`config.mk`:
```
export PLATFORM = sky130hd
export DESIGN_NAME = mlp_7_4_1_online_backprop
export DESIGN_NICKNAME = d
export VERILOG_FILES = /design/src/hdl/mlp_pkg.sv /design/src/hdl/mlp_ctrl.sv /design/src/hdl/mlp_dp.sv /design/src/hdl/mlp_7_4_1_online_backprop.sv
export SDC_FILE = /design/constraint.sdc
export NUM_CORES = 2
export LEC_CHECK = 0
export BUFFER_PORTS_ARGS = -buffer_cell sky130_fd_sc_hd__buf_2
export CAP_MARGIN = 20
export CORE_UTILIZATION = 40
export CTS_CLUSTER_SIZE = 24
export DETAILED_ROUTE_END_ITERATION = 8
export PLACE_DENSITY = 0.57
export REMOVE_ABC_BUFFERS = 1
export SKIP_CTS_REPAIR_TIMING = 1
export SLEW_MARGIN = 20
export SYNTH_ARGS = -nofsm -noshare
export SYNTH_HDL_FRONTEND = slang
export SYNTH_HIERARCHICAL = 1
export SYNTH_SLANG_ARGS = --single-unit
```
`constraint.sdc`:
```
create_clock -name clock -period 15.9 [get_ports clock]
set_input_delay 1.59 -clock clock [delete_from_list [all_inputs] [get_ports clock]]
set_output_delay 1.59 -clock clock [all_outputs]
set_load 0.02 [all_outputs]
```
`src/hdl/mlp_pkg.sv`:
```
// ----------------------------------------------------------------------------
// mlp_pkg
// shared types, widths and arithmetic helpers for the perceptron trainer
// ----------------------------------------------------------------------------
package mlp_pkg;

   localparam int NUM_INPUTS = 7;
   localparam int IN_IW      = (NUM_INPUTS > 1) ? $clog2(NUM_INPUTS) : 1;
   localparam int KIND_W     = 2;
   localparam int FEAT_W     = 21;
   localparam int PARAM_W    = 32;
   localparam int SCORE_W    = 17;
   localparam int TGT_W      = 17;
   localparam int LR_W       = 21;
   localparam int IDX_W      = 6;
   localparam int ACC_W      = 60;
   localparam int Z_W        = ACC_W - 16;
   localparam int MA_W       = 33;
   localparam int MB_W       = 22;
   localparam int PROD_W     = MA_W + MB_W;
   localparam int SH_W       = PROD_W - 16;
   localparam int G_W        = 35;
   localparam int DOUT_W     = 18;
   localparam int ADDR_W     = 8;
   localparam int SEL_W      = 4;

   localparam logic [LR_W-1:0]    LR_RESET = 21'd327680;
   localparam logic [SCORE_W-1:0] ONE_Q    = 17'd65536;
   localparam logic [SCORE_W-1:0] HALF_Q   = 17'd32768;

   typedef enum logic [KIND_W-1:0] {
      KIND_PREDICT = 2'd0,
      KIND_TRAIN   = 2'd1,
      KIND_WRITE   = 2'd2,
      KIND_NONE    = 2'd3
   } kind_type;

   typedef enum logic [3:0] {
      OP_NOP,
      OP_LD_BIAS,
      OP_MAC_X,
      OP_SIG_H,
      OP_MAC_H,
      OP_SIG_Y,
      OP_SD_Y,
      OP_DOUT,
      OP_T1,
      OP_SD_H,
      OP_DHID,
      OP_G_HID,
      OP_G_OUT,
      OP_UPD_LO,
      OP_UPD_HI,
      OP_UPD_BIAS
   } op_type;

   typedef enum logic [4:0] {
      S_IDLE,
      S_F_BIAS,
      S_F_MAC,
      S_F_SIG,
      S_O_BIAS,
      S_O_MAC,
      S_O_SIG,
      S_B_SDY,
      S_B_DOUT,
      S_H_SDH,
      S_H_T1,
      S_H_DHID,
      S_H_G,
      S_H_UPD,
      S_H_BUPD,
      S_O_G,
      S_O_UPD,
      S_O_BUPD,
      S_DRAIN
   } state_type;

   typedef struct packed {
      op_type              op;
      logic [ADDR_W-1:0]   addr;
      logic [SEL_W-1:0]    sel;
      logic                use_h;
   } uop_type;

   typedef struct packed {
      uop_type uop;
      logic    load;
      logic    wr_item;
   } cmd_type;

   // piecewise-linear sigmoid on a signed Q28.16 value
   function automatic logic [SCORE_W-1:0] sig_q(input logic signed [Z_W-1:0] z);
      logic [Z_W-1:0]     a;
      logic [SCORE_W-1:0] y;
      a = z[Z_W-1] ? Z_W'(-z) : Z_W'(z);
      if (a >= Z_W'(327680))
         y = ONE_Q;
      else if (a >= Z_W'(155648))
         y = SCORE_W'(a >> 5) + SCORE_W'(55296);
      else if (a >= Z_W'(65536))
         y = SCORE_W'(a >> 3) + SCORE_W'(40960);
      else
         y = SCORE_W'(a >> 2) + SCORE_W'(32768);
      return z[Z_W-1] ? (ONE_Q - y) : y;
   endfunction

   // add with clamp to the signed 32-bit range
   function automatic logic [PARAM_W-1:0] sat_add(input logic signed [PARAM_W-1:0] old,
                                                  input logic signed [ACC_W-1:0] step);
      logic signed [ACC_W:0] s;
      logic [PARAM_W-1:0]    r;
      s = (ACC_W+1)'(old) + (ACC_W+1)'(step);
      if (s[ACC_W:PARAM_W-1] == '0 || s[ACC_W:PARAM_W-1] == '1)
         r = s[PARAM_W-1:0];
      else if (s[ACC_W])
         r = {1'b1, {(PARAM_W-1){1'b0}}};
      else
         r = {1'b0, {(PARAM_W-1){1'b1}}};
      return r;
   endfunction

endpackage

```
`src/hdl/mlp_ctrl.sv`:
```
// ----------------------------------------------------------------------------
// mlp_ctrl
// sequencer issuing at most one datapath operation per cycle for forward and update
// ----------------------------------------------------------------------------
module mlp_ctrl
   import mlp_pkg::*;
#(
   parameter int NUM_HIDDEN = 4
) (
   input  logic                clock,
   input  logic                reset,
   input  logic                start,
   input  logic [KIND_W-1:0]   req_kind,
   output logic                busy,
   output cmd_type             cmd
);

   localparam int HW = (NUM_HIDDEN > 1) ? $clog2(NUM_HIDDEN) : 1;
   localparam int NW = NUM_HIDDEN * NUM_INPUTS;

   state_type       state_ff, state_in;
   logic [IN_IW-1:0] i_ff, i_in;
   logic [HW-1:0]   j_ff, j_in;
   logic            ph_ff, ph_in;
   logic            train_ff, train_in;
   logic            accept;
   logic            i_last, j_last;

   assign busy   = (state_ff != S_IDLE);
   assign accept = start && !busy;
   assign i_last = (i_ff == IN_IW'(NUM_INPUTS - 1));
   assign j_last = (j_ff == HW'(NUM_HIDDEN - 1));

   always_ff @(posedge clock) begin
      if (reset) begin
         state_ff <= S_IDLE;
         i_ff     <= '0;
         j_ff     <= '0;
         ph_ff    <= 1'b0;
         train_ff <= 1'b0;
      end else begin
         state_ff <= state_in;
         i_ff     <= i_in;
         j_ff     <= j_in;
         ph_ff    <= ph_in;
         train_ff <= train_in;
      end
   end

   // next state
   always_comb begin
      state_in = state_ff;
      i_in     = i_ff;
      j_in     = j_ff;
      ph_in    = ph_ff;
      train_in = train_ff;
      case (state_ff)
         S_IDLE: begin
            i_in  = '0;
            j_in  = '0;
            ph_in = 1'b0;
            if (accept && (req_kind == KIND_PREDICT || req_kind == KIND_TRAIN)) begin
               train_in = (req_kind == KIND_TRAIN);
               state_in = S_F_BIAS;
            end
         end
         S_F_BIAS: begin
            i_in     = '0;
            state_in = S_F_MAC;
         end
         S_F_MAC: begin
            if (i_last) state_in = S_F_SIG;
            else        i_in = i_ff + 1'b1;
         end
         S_F_SIG: begin
            if (j_last) begin
               j_in     = '0;
               state_in = S_O_BIAS;
            end else begin
               j_in     = j_ff + 1'b1;
               state_in = S_F_BIAS;
            end
         end
         S_O_BIAS: state_in = S_O_MAC;
         S_O_MAC: begin
            if (j_last) begin
               j_in     = '0;
               state_in = S_O_SIG;
            end else begin
               j_in = j_ff + 1'b1;
            end
         end
         S_O_SIG: begin
            ph_in = !ph_ff;
            if (ph_ff) state_in = train_ff ? S_B_SDY : S_DRAIN;
         end
         S_B_SDY: begin
            ph_in = !ph_ff;
            if (ph_ff) state_in = S_B_DOUT;
         end
         S_B_DOUT: begin
            ph_in = !ph_ff;
            if (ph_ff) state_in = S_H_SDH;
         end
         S_H_SDH: state_in = S_H_T1;
         S_H_T1: begin
            ph_in = !ph_ff;
            if (ph_ff) state_in = S_H_DHID;
         end
         S_H_DHID: begin
            ph_in = !ph_ff;
            if (ph_ff) state_in = S_H_G;
         end
         S_H_G: begin
            ph_in = !ph_ff;
            i_in  = '0;
            if (ph_ff) state_in = S_H_UPD;
         end
         S_H_UPD: begin
            ph_in = !ph_ff;
            if (ph_ff) begin
               if (i_last) state_in = S_H_BUPD;
               else        i_in = i_ff + 1'b1;
            end
         end
         S_H_BUPD: begin
            if (j_last) begin
               j_in     = '0;
               state_in = S_O_G;
            end else begin
               j_in     = j_ff + 1'b1;
               state_in = S_H_SDH;
            end
         end
         S_O_G: begin
            ph_in = !ph_ff;
            if (ph_ff) state_in = S_O_UPD;
         end
         S_O_UPD: begin
            ph_in = !ph_ff;
            if (ph_ff) begin
               if (j_last) state_in = S_O_BUPD;
               else        j_in = j_ff + 1'b1;
            end
         end
         S_O_BUPD: state_in = S_DRAIN;
         S_DRAIN: begin
            // let the last write-back leave the pipeline
            ph_in = !ph_ff;
            if (ph_ff) state_in = S_IDLE;
         end
         default: state_in = S_IDLE;
      endcase
   end

   // command outputs
   always_comb begin
      cmd           = '0;
      cmd.uop.op    = OP_NOP;
      cmd.load      = accept;
      cmd.wr_item   = accept && (req_kind == KIND_WRITE);
      case (state_ff)
         S_F_BIAS: begin
            cmd.uop.op   = OP_LD_BIAS;
            cmd.uop.addr = ADDR_W'(NW) + ADDR_W'(j_ff);
         end
         S_F_MAC: begin
            cmd.uop.op   = OP_MAC_X;
            cmd.uop.addr = ADDR_W'(j_ff) * ADDR_W'(NUM_INPUTS) + ADDR_W'(i_ff);
            cmd.uop.sel  = SEL_W'(i_ff);
         end
         S_F_SIG: begin
            cmd.uop.op  = OP_SIG_H;
            cmd.uop.sel = SEL_W'(j_ff);
         end
         S_O_BIAS: begin
            cmd.uop.op   = OP_LD_BIAS;
            cmd.uop.addr = ADDR_W'(NW + 2 * NUM_HIDDEN);
         end
         S_O_MAC: begin
            cmd.uop.op   = OP_MAC_H;
            cmd.uop.addr = ADDR_W'(NW + NUM_HIDDEN) + ADDR_W'(j_ff);
            cmd.uop.sel  = SEL_W'(j_ff);
         end
         S_O_SIG:  if (!ph_ff) cmd.uop.op = OP_SIG_Y;
         S_B_SDY:  if (!ph_ff) cmd.uop.op = OP_SD_Y;
         S_B_DOUT: if (!ph_ff) cmd.uop.op = OP_DOUT;
         S_H_SDH: begin
            cmd.uop.op  = OP_SD_H;
            cmd.uop.sel = SEL_W'(j_ff);
         end
         S_H_T1: begin
            if (!ph_ff) begin
               cmd.uop.op   = OP_T1;
               cmd.uop.addr = ADDR_W'(NW + NUM_HIDDEN) + ADDR_W'(j_ff);
            end
         end
         S_H_DHID: if (!ph_ff) cmd.uop.op = OP_DHID;
         S_H_G:    if (!ph_ff) cmd.uop.op = OP_G_HID;
         S_H_UPD: begin
            cmd.uop.op   = ph_ff ? OP_UPD_HI : OP_UPD_LO;
            cmd.uop.addr = ADDR_W'(j_ff) * ADDR_W'(NUM_INPUTS) + ADDR_W'(i_ff);
            cmd.uop.sel  = SEL_W'(i_ff);
         end
         S_H_BUPD: begin
            cmd.uop.op   = OP_UPD_BIAS;
            cmd.uop.addr = ADDR_W'(NW) + ADDR_W'(j_ff);
         end
         S_O_G: if (!ph_ff) cmd.uop.op = OP_G_OUT;
         S_O_UPD: begin
            cmd.uop.op    = ph_ff ? OP_UPD_HI : OP_UPD_LO;
            cmd.uop.addr  = ADDR_W'(NW + NUM_HIDDEN) + ADDR_W'(j_ff);
            cmd.uop.sel   = SEL_W'(j_ff);
            cmd.uop.use_h = 1'b1;
         end
         S_O_BUPD: begin
            cmd.uop.op   = OP_UPD_BIAS;
            cmd.uop.addr = ADDR_W'(NW + 2 * NUM_HIDDEN);
         end
         default: cmd.uop.op = OP_NOP;
      endcase
   end

endmodule

```
`src/hdl/mlp_dp.sv`:
```
// ----------------------------------------------------------------------------
// mlp_dp
// parameter memory, shared multiplier, accumulator and update write-back
// ----------------------------------------------------------------------------
module mlp_dp
   import mlp_pkg::*;
#(
   parameter int NUM_HIDDEN = 4
) (
   input  logic                                  clock,
   input  logic                                  reset,
   input  cmd_type                               cmd,
   input  logic [NUM_INPUTS-1:0][FEAT_W-1:0]     req_features,
   input  logic [TGT_W-1:0]                      req_target,
   input  logic [IDX_W-1:0]                      req_param_index,
   input  logic [PARAM_W-1:0]                    req_param_value,
   input  logic                                  csr_wr_en,
   input  logic [LR_W-1:0]                       csr_wr_data,
   output logic                                  rsp_valid,
   output logic [SCORE_W-1:0]                    rsp_score,
   output logic                                  rsp_is_positive
);

   localparam int NP = NUM_HIDDEN * NUM_INPUTS + 2 * NUM_HIDDEN + 1;
   localparam int AW = $clog2(NP);
   localparam int HW = (NUM_HIDDEN > 1) ? $clog2(NUM_HIDDEN) : 1;

   logic [PARAM_W-1:0]          mem [NP];
   logic [NP-1:0]               vld_ff;
   logic [PARAM_W-1:0]          rd_ff;
   logic                        rdv_ff;
   logic signed [PARAM_W-1:0]   rdval;
   logic signed [PARAM_W-1:0]   rd2_ff;

   logic [LR_W-1:0]             lr_ff;
   logic signed [FEAT_W-1:0]    x_ff [NUM_INPUTS];
   logic [TGT_W-1:0]            tgt_ff;
   logic [SCORE_W-1:0]          h_ff [NUM_HIDDEN];
   logic [SCORE_W-1:0]          y_ff;
   logic [SCORE_W-1:0]          u_ff;
   logic signed [DOUT_W-1:0]    dout_ff;
   logic signed [MA_W-1:0]      t_ff;
   logic signed [G_W-1:0]       g_ff;
   logic signed [SH_W-1:0]      plo_ff;
   logic signed [ACC_W-1:0]     acc_ff;

   uop_type                     op1_ff, op2_ff;
   logic signed [MA_W-1:0]      a_op;
   logic signed [MB_W-1:0]      b_op;
   logic signed [MB_W-1:0]      m_op;
   logic signed [PROD_W-1:0]    prod_ff;
   logic signed [SH_W-1:0]      prod_sh;
   logic signed [Z_W-1:0]       z;
   logic [SCORE_W-1:0]          sig_val;
   logic signed [ACC_W-1:0]     step;

   logic                        mem_we;
   logic [AW-1:0]               mem_wa;
   logic [PARAM_W-1:0]          mem_wd;

   logic                        rsp_valid_ff;
   logic [SCORE_W-1:0]          rsp_score_ff;
   logic                        rsp_pos_ff;

   // memory with per-entry valid bits so unwritten slots read as zero
   always_ff @(posedge clock) begin
      if (mem_we) mem[mem_wa] <= mem_wd;
      rd_ff  <= mem[cmd.uop.addr[AW-1:0]];
      rdv_ff <= vld_ff[cmd.uop.addr[AW-1:0]];
   end

   always_ff @(posedge clock) begin
      if (reset)       vld_ff <= '0;
      else if (mem_we) vld_ff[mem_wa] <= 1'b1;
   end

   assign rdval = rdv_ff ? rd_ff : '0;

   always_ff @(posedge clock) begin
      if (reset)          lr_ff <= LR_RESET;
      else if (csr_wr_en) lr_ff <= csr_wr_data;
   end

   always_ff @(posedge clock) begin
      if (cmd.load) begin
         for (int k = 0; k < NUM_INPUTS; k++) x_ff[k] <= req_features[k];
         tgt_ff <= req_target;
      end
   end

   always_ff @(posedge clock) begin
      if (reset) begin
         op1_ff <= '0;
         op2_ff <= '0;
      end else begin
         op1_ff <= cmd.uop;
         op2_ff <= op1_ff;
      end
   end

   // stage 1: operand select and multiply
   always_comb begin
      m_op = op1_ff.use_h ? MB_W'({1'b0, h_ff[op1_ff.sel[HW-1:0]]})
                          : MB_W'(x_ff[op1_ff.sel[IN_IW-1:0]]);
      a_op = '0;
      b_op = '0;
      case (op1_ff.op)
         OP_MAC_X: begin
            a_op = MA_W'(rdval);
            b_op = MB_W'(x_ff[op1_ff.sel[IN_IW-1:0]]);
         end
         OP_MAC_H: begin
            a_op = MA_W'(rdval);
            b_op = MB_W'({1'b0, h_ff[op1_ff.sel[HW-1:0]]});
         end
         OP_SD_Y: begin
            a_op = MA_W'({1'b0, y_ff});
            b_op = MB_W'({1'b0, ONE_Q}) - MB_W'({1'b0, y_ff});
         end
         OP_SD_H: begin
            a_op = MA_W'({1'b0, h_ff[op1_ff.sel[HW-1:0]]});
            b_op = MB_W'({1'b0, ONE_Q}) - MB_W'({1'b0, h_ff[op1_ff.sel[HW-1:0]]});
         end
         OP_DOUT: begin
            a_op = MA_W'({1'b0, tgt_ff}) - MA_W'({1'b0, y_ff});
            b_op = MB_W'({1'b0, u_ff});
         end
         OP_T1: begin
            a_op = MA_W'(rdval);
            b_op = MB_W'(dout_ff);
         end
         OP_DHID: begin
            a_op = t_ff;
            b_op = MB_W'({1'b0, u_ff});
         end
         OP_G_HID: begin
            a_op = t_ff;
            b_op = MB_W'({1'b0, lr_ff});
         end
         OP_G_OUT: begin
            a_op = MA_W'(dout_ff);
            b_op = MB_W'({1'b0, lr_ff});
         end
         // step split: g*m = (g>>16)*m*2^16 + g[15:0]*m
         OP_UPD_LO: begin
            a_op = MA_W'({1'b0, g_ff[15:0]});
            b_op = m_op;
         end
         OP_UPD_HI: begin
            a_op = MA_W'(g_ff >>> 16);
            b_op = m_op;
         end
         default: begin
            a_op = '0;
            b_op = '0;
         end
      endcase
   end

   always_ff @(posedge clock) begin
      prod_ff <= a_op * b_op;
      rd2_ff  <= rdval;
   end

   // stage 2: accumulate, activate, write back
   assign prod_sh = prod_ff[PROD_W-1:16];
   assign z       = acc_ff[ACC_W-1:16];
   assign sig_val = sig_q(z);

   always_ff @(posedge clock) begin
      case (op2_ff.op)
         OP_LD_BIAS: acc_ff <= {{(ACC_W-PARAM_W-16){rd2_ff[PARAM_W-1]}}, rd2_ff, 16'b0};
         OP_MAC_X,
         OP_MAC_H:   acc_ff <= acc_ff + ACC_W'(prod_ff);
         OP_SIG_H:   h_ff[op2_ff.sel[HW-1:0]] <= sig_val;
         OP_SIG_Y:   y_ff <= sig_val;
         OP_SD_Y,
         OP_SD_H:    u_ff <= SCORE_W'(prod_sh);
         OP_DOUT:    dout_ff <= DOUT_W'(prod_sh);
         OP_T1,
         OP_DHID:    t_ff <= MA_W'(prod_sh);
         OP_G_HID,
         OP_G_OUT:   g_ff <= G_W'(prod_sh);
         OP_UPD_LO:  plo_ff <= prod_sh;
         default:    acc_ff <= acc_ff;
      endcase
   end

   assign step = (op2_ff.op == OP_UPD_HI) ? (ACC_W'(prod_ff) + ACC_W'(plo_ff))
                                          : ACC_W'(g_ff);

   always_comb begin
      mem_we = 1'b0;
      mem_wa = '0;
      mem_wd = '0;
      if (cmd.wr_item) begin
         mem_we = (32'(req_param_index) < 32'(NP));
         mem_wa = AW'(req_param_index);
         mem_wd = req_param_value;
      end else if (op2_ff.op == OP_UPD_HI || op2_ff.op == OP_UPD_BIAS) begin
         mem_we = 1'b1;
         mem_wa = op2_ff.addr[AW-1:0];
         mem_wd = sat_add(rd2_ff, step);
      end
   end

   always_ff @(posedge clock) begin
      if (reset) rsp_valid_ff <= 1'b0;
      else       rsp_valid_ff <= (op2_ff.op == OP_SIG_Y);
   end

   always_ff @(posedge clock) begin
      if (op2_ff.op == OP_SIG_Y) begin
         rsp_score_ff <= sig_val;
         rsp_pos_ff   <= (sig_val > HALF_Q);
      end
   end

   assign rsp_valid       = rsp_valid_ff;
   assign rsp_score       = rsp_score_ff;
   assign rsp_is_positive = rsp_pos_ff;

endmodule

```
`src/hdl/mlp_7_4_1_online_backprop.sv`:
```
// ----------------------------------------------------------------------------
// mlp_7_4_1_online_backprop
// two-layer sigmoid perceptron with online backprop training
//
//   channel   ports                          handshake
//   request   req_kind .. req_param_value    start, accepted when !busy
//   result    rsp_score, rsp_is_positive     rsp_valid, one-cycle strobe
//   config    csr_wr_data                    csr_wr_en, written same edge
//
// predict runs the hidden layer and then the output neuron; train then adds
// the backward pass and the hidden and output weight updates.
// write and unused items are handled in the accept cycle and do not raise busy.
// the work runs on one shared multiplier fed from a parameter memory with one
// read and one write port, at most one operation issued per cycle through a three-stage pipe.
// synchronous reset clears the sequencer and valid bits and sets the learning rate to LR_RESET.
// rsp_valid is not held: the receiver takes rsp_* in the strobe cycle.
// ----------------------------------------------------------------------------
module mlp_7_4_1_online_backprop
   import mlp_pkg::*;
#(
   parameter int NUM_HIDDEN = 4
) (
   input  logic                clock,
   input  logic                reset,
   input  logic                start,
   output logic                busy,
   input  logic [KIND_W-1:0]   req_kind,
   input  logic [FEAT_W-1:0]   req_feature_0,
   input  logic [FEAT_W-1:0]   req_feature_1,
   input  logic [FEAT_W-1:0]   req_feature_2,
   input  logic [FEAT_W-1:0]   req_feature_3,
   input  logic [FEAT_W-1:0]   req_feature_4,
   input  logic [FEAT_W-1:0]   req_feature_5,
   input  logic [FEAT_W-1:0]   req_feature_6,
   input  logic [TGT_W-1:0]    req_target,
   input  logic [IDX_W-1:0]    req_param_index,
   input  logic [PARAM_W-1:0]  req_param_value,
   input  logic                csr_wr_en,
   input  logic [LR_W-1:0]     csr_wr_data,
   output logic                rsp_valid,
   output logic [SCORE_W-1:0]  rsp_score,
   output logic                rsp_is_positive
);

   cmd_type                           cmd;
   logic [NUM_INPUTS-1:0][FEAT_W-1:0] features;

   assign features = {req_feature_6, req_feature_5, req_feature_4, req_feature_3,
                      req_feature_2, req_feature_1, req_feature_0};

   mlp_ctrl #(
      .NUM_HIDDEN (NUM_HIDDEN)
   ) u_ctrl (
      .clock    (clock),
      .reset    (reset),
      .start    (start),
      .req_kind (req_kind),
      .busy     (busy),
      .cmd      (cmd)
   );

   mlp_dp #(
      .NUM_HIDDEN (NUM_HIDDEN)
   ) u_dp (
      .clock           (clock),
      .reset           (reset),
      .cmd             (cmd),
      .req_features    (features),
      .req_target      (req_target),
      .req_param_index (req_param_index),
      .req_param_value (req_param_value),
      .csr_wr_en       (csr_wr_en),
      .csr_wr_data     (csr_wr_data),
      .rsp_valid       (rsp_valid),
      .rsp_score       (rsp_score),
      .rsp_is_positive (rsp_is_positive)
   );

endmodule

```
[After elaboration in Yosys (flattened, before gate mapping)]
Memory sizes are Yosys's and may differ from the RTL's. A register that Yosys moved wholly into a read port is not among the register bits.
Index checks and enable logic that the tools add are counted.
Storage, ports and cells
  RAM bits: 1399
  memories: 3
  ROM bits: 0
  bits in latches: 0
  output and inout bits: 20
  bits of input ports: 229
  word-level logic and storage cells: 233
  register bits after elaboration: 422
Memory list
  u_dp.mem: depth 37, width 32, rd ports 1, clocked after Yosys merged registers in 1, wr ports 1, line mlp_dp.sv:28  | logic [PARAM_W-1:0] mem [NP];
  u_dp.x_ff: depth 7, width 21, rd ports 1, clocked after Yosys merged registers in 1, wr ports 7, line mlp_dp.sv:36  | logic signed [FEAT_W-1:0] x_ff [NUM_INPUTS];
  u_dp.h_ff: depth 4, width 17, rd ports 1, clocked after Yosys merged registers in 1, wr ports 1, line mlp_dp.sv:38  | logic [SCORE_W-1:0] h_ff [NUM_HIDDEN];
Operators by class
  reductions and logical operators: 41
  $add $sub $neg: 16
  mux-type cells: 70
  equality and inequality tests: 65
  div/mod/pow operators: 0
  $lt $le $gt $ge: 8
  shifts and indexed selects: 0
  $mul: 2
  bitwise logic cells: 1
Operators with widths (count)
  $pmux 33 s8: 1
  $pmux 22 s8: 1
  $mux 32: 5
  $pmux 60 s2: 1
  $pmux 5 s19: 1
  $mux 5: 16
  $mux 17: 4
  $add 32x60->61: 1
  $add 60x55->60: 1
  $eq 4x4->1 const B: 15
  $mux 60: 1
  $add 55x39->56: 1
  $pmux 4 s14: 1
  $mul 33x22->55: 1
  $add 17x16->17 const B: 3
  $ge 44x17->1 const B: 1
  $ge 44x18->1 const B: 1
  $ge 44x19->1 const B: 1
  $mux 44: 1
  $neg 44->44: 1
  $eq 5x4->1 const B: 8
  $or 37x37->37: 1
  $sub 17x17->18 const A: 2
  $eq 30x30->1 const B: 1
  other kinds (54): 133

[Depth between registers and ports, before layout]
  word-level depth: 10
  depth in mapped cells: 49
  gate-level depth less buffers: 46

[Cells and area by module]
The synthesis kept the hierarchy.
By module, submodules not included
  mlp_dp: times used 1, sequential area each 53231.1 um2, area each 108172.5 um2, cells each 8653
  mlp_ctrl: times used 1, sequential area each 240.2 um2, area each 1660.3 um2, cells each 219

[Least setup slack after synthesis]
Ideal clock, no wire load.
  path type: register -> register
  start: reg u_dp/op1_ff[1] (netlist name)
  end: reg u_dp.prod_ff[50]
  period minus slack after synthesis: 11.114 ns
  slack: 4.786 ns
  library setup time: 0.127 ns
  required time: 15.773 ns
  path buffers: 7
  arrival time: 10.987 ns
  cell stages (with the launch flop): 37
  path through: dfxtp_1 -> clkbuf_1 -> clkbuf_1 -> buf_1 -> clkbuf_1 -> buf_1 -> clkbuf_1 -> mux2i_1 -> o21ai_0 -> mux2i_1 -> o211ai_1 -> a221oi_1 -> clkbuf_1 -> nor2_1 -> fa_1 -> inv_1 -> fa_1 -> inv_1 -> fa_1 -> fa_1 -> fa_1 -> fa_1 -> inv_1 -> fa_1 -> inv_1 -> ha_1 -> a21o_1 -> a21oi_1 -> and3_1 -> a31oi_1 -> o41ai_1 -> a21oi_1 -> o31ai_1 -> o21ai_0 -> o41ai_1 -> o21ai_0 -> xor2_1
RTL lines
  end signal: assignment: line mlp_dp.sv:161  | prod_ff <= a_op * b_op;
  end: declaration: line mlp_dp.sv:51  | logic signed [PROD_W-1:0] prod_ff;

==> out/results.txt <==
Share of the cycle needed by the critical path after routing: 0.7908. The total buffers and inverters traversed by the critical path was 5; the total via count in the routed design was 73590. Clock skew on the completed layout was measured at 0.1007 ns. The tools report the end point of the worst hold path as u_dp/op2_ff[7]. Mean instance size in the synthesized netlist: 12.38 um2. The startpoint identified for the worst register-to-register timing path is u_dp/rsp_score[0]. Dividing the detail-routed wire length by the instance count gives 27.23 um.

The ratio of cells with drive above 1 in the final layout came out at 0.1336. The tools report the number of max-slew violations in the final report as 0. The start-to-end type of the worst setup path is reg2reg. The final period demand of the worst path came out at 12.57 ns.

The tools report the final standard cell count with taps included and fillers excluded as 12810. Broken down by cell family, the worst path's largest delay share belongs to compound AO/OA/AOI/OAI gates. At the end of routability-driven placement, the weighted congestion stood at 0.9252.

The checks that failed: design-rule violations. The starting DRC count in detailed routing was 6877. Data arrives at the worst endpoint at 13.30 ns. The number of H-tree branching levels came out at 4.

The final-report hold violation count came out at 0. After the last flow step, the layout net total stands at 10400. The wire length of the first global-routing pass is 510.0 mm. The run finished, with violations left.

The placement row count was 191; the largest net degree at the start of global routing was 91. The logs give 15 for the initial antenna violation count and 3.33 ns for the minimum setup slack among reg-to-reg paths. The combined global-route utilization of all metal layers is 0.2495. The slowest stage of the critical path is the a2111oi_2 cell. The depth of the worst hold-timing path is 1. Setup repair after global routing left no endpoint under its margin.

The largest incremental delay on the critical path came out at 0.96 ns. The run gives 1853 as the number of clock sinks. After technology mapping, the gate count stands at 8868.

The worst-case IR drop observed on VDD is 0.00009671 V. The min-delay analysis places its worst path in the category reg2reg. The total power divided by cell area was 122.9 nW/um2.

The tools report the startpoint of the most critical hold path as u_dp/op1_ff[7]. Detailed placement finished with a half-perimeter wire length of 243.3 mm. The total chip power was 0.01508 W. For the max-capacitance violation count, the log shows 0. In this run, CTS created clock tree buffers numbering 202.

TritonCTS built the clock tree. At the pin with the least slew margin, the transition time is 1.126 ns. The critical path launch point is u_dp/rsp_score[0]. The worst register-to-register path has a depth of 41. After floorplanning, the core was sized to cover 272000 um2. In this run the count of I/O pins placed on the die edge is 249. The clock-pin transition on the worst setup and hold timing paths is 0.06 ns. Counting stages on the worst path, the most repeated cell is fa_1.

The highest attainable clock frequency was 79.53 MHz; the critical path data required time was 16.63 ns. The average via count per standard cell is 5.744, and the headroom to the max-slew limit is 0.2491. The floorplan step set the die height to 525.9 um.

The tools report the buffer levels on the longest clock path as 4. The logs give 0.87 ns for the later-pin clock latency in the skew report and 12430 for the total placed cells including tap cells. The initial cell density of the core was 0.4038. Global routing finished with a remaining overflow of 0.

In this run the clock root is driven by a clkbuf_16. STA classifies the critical path startpoint as a register. The cell area that synthesis handed to floorplanning was 109800 um2. For this block, the routed nets add up to 348.9 mm of wire.

The tools report the die outline area as 276600 um2. Static leakage: 46.75 nW. Along the worst path, the maximum fanout reaches 8. For the utilization after layout, the log shows 0.4514. The worst register-to-register path ends at u_dp/prod_ff[54].

The via count of the first global-routing pass was 74670; the filler cell count was 24620. After detailed routing, the number of remaining DRC violations is 5. The Yosys step of the flow raised 6 warnings. Endpoint class of the critical path: a register. Compared with the post-synthesis result, the final layout area differs by 11.80%. Setup violations remaining at the end of the flow were counted as 0. The post-detailed-route count of antenna-violating nets is 0, and the length of the first detailed-routing pass in iterations is 9. The number of input and output port buffers inserted works out to 248. From left edge to right edge, the die measures 525.9 um.
## sequential cells by signal, indices dropped and copies added (netlist names), 2 cells and up, named ones only
signal and cells:
u_dp/plo_ff 39, u_dp/dout_ff 18, u_dp/prod_ff 55, u_dp/lr_ff 21
u_dp/x_ff 147, u_dp/acc_ff 60, u_dp/u_ff 17, u_dp/op2_ff 12
u_dp/g_ff 35, u_dp/mem 1184, u_dp/tgt_ff 17, u_ctrl/j_ff 2
u_ctrl/state_ff 5, u_dp/t_ff 33, u_ctrl/i_ff 3, u_dp/rd2_ff 32
u_dp/rsp_score 17, u_dp/rd_ff 32, u_dp/h_ff 68, u_dp/op1_ff 13
u_dp/vld_ff 37
## stage by stage
stage | hold WS (ns) | setup slack, ns | TNS [ns] | cell area [um2]
after floorplan | 0.4138 | -2.185 | -70.84 | 108100
after global placement | 0.4217 | 3.654 | 0 | 115900
after detailed placement | 0.4220 | 3.562 | 0 | 115900
after CTS | 0.4365 | 3.516 | 0 | 122600
after global routing | 0.4621 | 2.651 | 0 | 122800
final | 0.4358 | 3.327 | 0 | 122800
## how the worst max path moves through the flow
stage / end / slack, ns / depth (start not counted)
final: u_dp/prod_ff[54] / 3.33 / 41
after global routing: u_dp/prod_ff[54] / 2.65 / 41
after CTS: u_dp/prod_ff[54] / 3.52 / 41
after detailed placement: u_dp/prod_ff[54] / 3.56 / 41
after global placement: u_dp/prod_ff[50] / 3.65 / 40
after floorplan: u_dp/rd_ff[10] / -2.19 / 10
## routing by layer
layer / track usage / vias to the layer above / wire length, um
met4: 0.09506 / 4 / 14700
met3: 0.03476 / 587 / 22530
li1: - / 32120 / -
met5: 0 / - / 27
met2: 0.4169 / 2729 / 167900
met1: 0.3288 / 38150 / 143700
## cells in the final DEF, fill, tap and decap left out, drive strengths merged, types with 66 or more instances in the layout
| cell | n |
|---|---|
| a21o | 108 |
| a21oi | 316 |
| and2 | 126 |
| buf | 450 |
| clkbuf | 261 |
| clkinv | 66 |
| dfxtp | 217 |
| edfxtp | 1636 |
| fa | 728 |
| ha | 364 |
| inv | 889 |
| mux2i | 258 |
| mux4 | 266 |
| nand2 | 886 |
| nand3 | 88 |
| nor2 | 656 |
| nor2b | 136 |
| nor3 | 83 |
| o21ai | 285 |
| o221ai | 78 |
| xnor2 | 173 |
| xor2 | 105 |
## where the power goes
group	switching (W)	internal (W)
combinational	0.00280	0.00145
clock	0.00199	0.00281
sequential	0.000362	0.00567
total	0.00516	0.00993
## worst reg2reg max path: cells and delay by family (launching register included)
kind	cells	cell delay (ns)
XOR/XNOR	1	0.09
AO/OA/AOI/OAI	21	6.32
buffers and inverters	5	0.38
flip-flops	1	0.48
AND/OR/NAND/NOR	4	0.66
adder cells (fa/ha/maj)	10	4.53
## cell type report
cell class	instances	area, um2	area share
antenna	4	10.01	0.00008154
tap	3570	4467	0.03639
clock inverter	104	1135	0.009244
multi-input combinational	5687	51930	0.4230
timing repair buffer	450	2867	0.02335
clock buffer	261	5560	0.04529
inverter	883	3314	0.02700
sequential	1853	53480	0.4357
No activity file was read; power rests on OpenSTA's default activity.
